File: src/rtl/core/bts_pkg.sv
// Shared constants, types and helpers for the bilinear texture sampler.
`timescale 1ns / 1ps
`default_nettype none

package bts_pkg;

    localparam int MAX_WIDTH  = 256;
    localparam int MAX_HEIGHT = 256;
    localparam int MAX_DIM    = (MAX_WIDTH > MAX_HEIGHT) ? MAX_WIDTH : MAX_HEIGHT;
    localparam int DIM_W      = $clog2(MAX_DIM + 1);
    localparam int XW         = $clog2(MAX_WIDTH);
    localparam int YW         = $clog2(MAX_HEIGHT);
    localparam int DEPTH      = MAX_WIDTH * MAX_HEIGHT;
    localparam int AW         = $clog2(DEPTH);

    localparam int PIX_W      = 32;
    localparam int FRAC_W     = 16;
    localparam int IP_W       = 16;
    localparam int MAG_W      = IP_W - 1;
    localparam int CNT_W      = $clog2(MAG_W + 1);

    localparam int CFG_IDX_W  = 3;
    localparam logic [CFG_IDX_W-1:0] CFG_IMAGE_WIDTH  = 3'd0;
    localparam logic [CFG_IDX_W-1:0] CFG_IMAGE_HEIGHT = 3'd1;
    localparam logic [CFG_IDX_W-1:0] CFG_ORIGIN_X     = 3'd2;
    localparam logic [CFG_IDX_W-1:0] CFG_ORIGIN_Y     = 3'd3;
    localparam logic [CFG_IDX_W-1:0] CFG_SCALE_X      = 3'd4;
    localparam logic [CFG_IDX_W-1:0] CFG_SCALE_Y      = 3'd5;
    localparam logic [CFG_IDX_W-1:0] CFG_EXTEND_MODE  = 3'd6;
    localparam logic [CFG_IDX_W-1:0] CFG_SMOOTH       = 3'd7;

    localparam logic [1:0] EXT_ZERO   = 2'd0;
    localparam logic [1:0] EXT_REPEAT = 2'd1;
    localparam logic [1:0] EXT_MIRROR = 2'd2;

    localparam logic FUNC_WRITE  = 1'b0;
    localparam logic FUNC_SAMPLE = 1'b1;

    typedef struct packed {
        logic             start;
        logic [IP_W-1:0]  dividend;
        logic [DIM_W-1:0] divisor;
    } t_div_req;

    typedef struct packed {
        logic             done;
        logic             odd;
        logic [DIM_W-1:0] rem;
    } t_div_res;

    function automatic logic [DIM_W-1:0] clamp_dim(input logic [8:0] v, input int maxv);
        if (v == 9'd0) begin
            return DIM_W'(1);
        end else if (32'(v) > maxv) begin
            return DIM_W'(maxv);
        end else begin
            return DIM_W'(v);
        end
    endfunction

endpackage

`default_nettype wire

File: src/rtl/core/bts_wrap_div.sv
// Restoring divider for tile wrap: floored remainder and tile parity.
`timescale 1ns / 1ps
`default_nettype none

module bts_wrap_div (
    input  logic              i_clk,
    input  logic              i_rst_n,
    input  bts_pkg::t_div_req i_req,
    output bts_pkg::t_div_res o_res
);
    import bts_pkg::*;

    logic             r_run;
    logic [CNT_W-1:0] r_cnt;
    logic             r_neg;
    logic [DIM_W-1:0] r_div;
    logic [DIM_W-1:0] r_rem;
    logic [MAG_W-1:0] r_mag;
    logic             r_q0;

    logic [DIM_W:0]   trial;
    logic [DIM_W:0]   trial_sub;
    logic             trial_ge;

    always_comb begin
        trial     = {r_rem, r_mag[MAG_W-1]};
        trial_sub = trial - {1'b0, r_div};
        trial_ge  = (trial >= {1'b0, r_div});
    end

    always_ff @(posedge i_clk) begin
        if (!i_rst_n) begin
            r_run <= 1'b0;
            r_cnt <= '0;
        end else if (i_req.start) begin
            r_run <= 1'b1;
            r_cnt <= CNT_W'(MAG_W);
        end else if (r_run) begin
            if (r_cnt == '0) begin
                r_run <= 1'b0;
            end else begin
                r_cnt <= r_cnt - CNT_W'(1);
            end
        end
    end

    // negative index i divides as -i-1, then folds back
    always_ff @(posedge i_clk) begin
        if (i_req.start) begin
            r_neg <= i_req.dividend[IP_W-1];
            r_mag <= i_req.dividend[IP_W-1] ? ~i_req.dividend[MAG_W-1:0]
                                            : i_req.dividend[MAG_W-1:0];
            r_div <= i_req.divisor;
            r_rem <= '0;
            r_q0  <= 1'b0;
        end else if (r_run && (r_cnt != '0)) begin
            r_rem <= trial_ge ? trial_sub[DIM_W-1:0] : trial[DIM_W-1:0];
            r_mag <= {r_mag[MAG_W-2:0], 1'b0};
            r_q0  <= trial_ge;
        end
    end

    assign o_res.done = r_run && (r_cnt == '0);
    assign o_res.odd  = r_q0 ^ r_neg;
    assign o_res.rem  = r_neg ? (r_div - r_rem - DIM_W'(1)) : r_rem;

endmodule

`default_nettype wire
File: config.mk
export PLATFORM = sky130hd
export DESIGN_NAME = bts_wrap_div
export DESIGN_NICKNAME = d
export VERILOG_FILES = /design/src/rtl/core/bts_pkg.sv /design/src/rtl/core/bts_wrap_div.sv
export SDC_FILE = /design/constraint.sdc
export NUM_CORES = 1
export LEC_CHECK = 0
export ABC_AREA = 1
export BUFFER_PORTS_ARGS = -buffer_cell sky130_fd_sc_hd__buf_2
export CAP_MARGIN = 25
export CELL_PAD_IN_SITES_DETAIL_PLACEMENT = 0
export CELL_PAD_IN_SITES_GLOBAL_PLACEMENT = 1
export CORE_MARGIN = 5
export CORE_UTILIZATION = 42
export DETAILED_ROUTE_END_ITERATION = 16
export PLACE_DENSITY_LB_ADDON = 0.08
export SLEW_MARGIN = 25
export SYNTH_ARGS = -nofsm -noshare
export SYNTH_HDL_FRONTEND = slang
export SYNTH_SLANG_ARGS = --single-unit
File: constraint.sdc
create_clock -name i_clk -period 2 [get_ports i_clk]
set_input_delay 0.2 -clock i_clk [delete_from_list [all_inputs] [get_ports i_clk]]
set_output_delay 0.2 -clock i_clk [all_outputs]
set_load 0.02 [all_outputs]
==> impl_metrics.py <==
metrics = {
    "layout": {
        "multi_input_area_um2": 1560,
        "fillCellCount": 635,
        "diodes": 0,
        "drive_gt1_frac": 0.239,
        "nets": 469,
        "layout.area.seq_um2": 1060,
        "syn_to_final_growth_pct": 20.7,
    },
    "routing": {
        "drt_iter0_drc": 114,
        "via_per_inst": 4.80,
        "detail-route-antenna-nets": 0,
        "dr.pass1.iters": 4,
        "routed_wl_mm": 6.26,
        "via_count": 2393,
        "wl_per_cell_um": 12.5,
        "post-route-drc-count": 0,
    },
    "global_route": {
        "gr-total-overflow": 0,
        "antenna_found_initial": 0,
        "grt_usage": 0.159,
        "grt_pass1_vias": 2341,
        "grt_max_degree": 30,
        "grt_first_pass_wirelength_mm": 10.8,
    },
    "power_and_ir_drop": {
        "seqPwrFrac": 0.469,
        "clock_power_share": 0.272,
        "ir_drop_mv": 0.338,
        "p_leak_uw": 0.00164,
        "swShare": 0.304,
        "finalPower_uw": 2110,
        "comb_power_share": 0.259,
        "intPower_uw": 1470,
        "powerDensity_nw_per_um2": 628,
        "p_sw_uw": 641,
    },
    "worst_setup_path": {
        "crit_type": "reg -> out",
        "cp_slowest_stage_delay_ps": 380,
        "worstPathCellList": "ha_2 -> inv_2 -> fa_2 -> inv_2 -> nand3_2 -> nand2_4 -> a21oi_2 -> nor2_1 -> nor2_1 -> nand2_1 -> o21ai_1 -> buf_2",
        "setup.worst_path.end_class": "output pin",
        "crit_path_start_kind": "flop",
        "arrival_ps": 1920,
        "critPathRequiredTime_ps": 1800,
        "path_max_fanout": 3,
        "cpMaxStageDelayCell": "edfxtp_1",
    },
    "sta": {
        "hold_viol": 0,
        "timing.final.crit_share": 1.06,
        "slew_headroom": 0.541,
        "fmax_mhz": 471,
        "fin_crit_ps": 2120,
        "drv_slew": 0,
        "skew_ps": 4.90,
        "tightest_slew_ps": 688,
        "hold_slack_ps": 73.5,
        "fin_ws_ps": -123,
        "rsz0062_at_grt": "true",
        "setup_viol": 4,
    },
    "floorplanning": {
        "die_width_um": 91.4,
        "start_util": 0.436,
        "rows": 29,
        "core_um2": 6390,
        "die-area_um2": 8350,
        "dieHeight_um": 91.4,
        "io_pins": 39,
    },
    "clock_tree": {
        "cts_tree": "yes",
        "root_buffer": "clkbuf_8",
        "cts.htree.levels": 2,
        "clock_sinks": 40,
        "clk_pin_slew_ps": 80,
        "insertion_delay_ps": 290,
        "postCtsHoldBufs": 0,
        "clockBufferDepth": 2,
        "cts-buffers-inserted": 5,
    },
    "placement": {
        "place.gp.congestion": 0.775,
        "dp_hpwl_mm": 4.88,
        "io_buffers": 38,
        "pre_cts_ws_ps": 34.5,
    },
    "synthesis": {
        "synth_nets": 419,
        "ys_warn_count": 0,
        "synth_seq_cells": 40,
        "netlist_area_um2": 2780,
        "syn_inst": 371,
        "synth.avg_cell_area_um2": 7.50,
        "synth-seq-area-share": 0.378,
        "yosysUniqueCellTypes": 28,
    },
    "hold_path": {
        "hold_class": "in -> reg",
    },
    "status": {
        "outcome": "complete, but fails checks",
        "violations": "setup timing",
    },
    "run": {
        "drv_cap": 0,
    },
}
[repair_timing]
action                     4_1_cts  5_1_grt
buffers inserted                 3        0
resized for setup               25       17
setup endpoints to repair        5       15
pin swaps                        6        3
[path summary, 6_finish.rpt]
kind / from / endpoint / slack (ps) / cells past startpoint
max reg2reg: r_mag[14]$_DFFE_PP_ / r_rem[4]$_SDFFE_PP0P_ / 170 / 12
min: i_req[4] / r_div[4]$_DFFE_PP_ / 70 / 1
max: r_div[0]$_DFFE_PP_ / o_res[6] / -120 / 12
min reg2reg: r_cnt[0]$_SDFFE_PN0P_ / r_cnt[0]$_SDFFE_PN0P_ / 470 / 2
[power groups by stage]
stage | clock [uW] | combinational, uW | sequential (uW)
after floorplan | 0 | 353 | 997
after global placement | 0 | 492 | 1000
after detailed placement | 0 | 497 | 1010
after CTS | 602 | 536 | 989
after global routing | 644 | 616 | 997
final | 574 | 546 | 988
[worst max-delay path: cells and delay by family, from the launching register on]
| family | cells | cell delay (ps) |
|---|---|---|
| AO/OA/AOI/OAI | 2 | 110 |
| buffers and inverters | 3 | 260 |
| AND/OR/NAND/NOR | 5 | 350 |
| flip-flops | 1 | 380 |
| adder cells (fa/ha/maj) | 2 | 530 |
[cell usage after synthesis (all sizes together)]
library cell    n  area [um^2]
nand2         122          488
inv            59          221
nand3          28          150
nor2           26          125
o21ai          26          130
edfxtp         25          751
xnor2          19          166
ha             18          225
dfxtp          15          300
a21oi          11         55.1
buf             5         30.0
clkbuf          4         18.8
nand4           4         25.0
fa              2         40.0
xor2            2         17.5
a211oi          1         7.51
nand3b          1         7.51
nor3            1         10.0
o21bai          1         7.51
o22ai           1         6.26
[state kept, by name, indices dropped and copies added (netlist names)]
register / flops
r_neg: 1
r_q0: 1
r_cnt: 4
r_rem: 9
r_mag: 15
r_div: 9
r_run: 1
[layout by cell type (no fill, tap or decap), types with 3 or more instances in the layout]
master	Yosys	final
nor2_1	21	21
buf_4	2	16
nand4_1	4	4
nor2_4	3	3
xnor2_1	19	19
nand3_1	26	23
a21oi_1	11	8
a21oi_2	0	3
nand3_2	2	5
nand2_2	6	6
nand2_1	114	113
inv_1	58	53
o21ai_0	26	19
ha_4	0	4
o21ai_1	0	6
nand2_4	2	3
ha_1	18	13
clkbuf_8	0	6
dfxtp_2	0	3
inv_2	1	6
edfxtp_1	25	25
buf_2	3	33
dfxtp_1	15	10
[metal layers]
layer	vias to the layer above	track usage	wire length [um]
met5	-	0	0
met4	0	0.0526	116
met3	13	0.0380	255
met2	47	0.279	3100
met1	1061	0.188	2790
li1	1272	-	-
[final cells by class]
| cell class | instances | share of cell area |
|---|---|---|
| clock inverters | 1 | 0.00224 |
| multi-input cells | 263 | 0.463 |
| clock buffers | 7 | 0.0257 |
| inverters | 59 | 0.0659 |
| flip-flops and latches | 40 | 0.316 |
| well taps | 77 | 0.0287 |
| repair buffers | 52 | 0.0976 |
[logic make-up (layout without fill, tap and decap cells)]
kind of cell	after synthesis	count (layout)	share of synthesized area
fa+ha+maj	20	20	0.0953
flops	40	40	0.378
compound gates	40	40	0.0742
simple gates	182	182	0.290
buf+inv	68	119	0.0971
xor+xnor	21	21	0.0661
[per-stage QoR]
step	std cells	utilization	area [um^2]	setup TNS (ps)
2_1_floorplan	371	-	2780	0
3_3_place_gp	488	0.488	3120	0
6_report	499	0.526	3360	-274
4_1_cts	499	0.518	3310	-372
5_1_grt	499	0.526	3360	-1210
3_5_place_dp	488	0.488	3120	0
No activity file was read; power rests on OpenSTA's default activity.
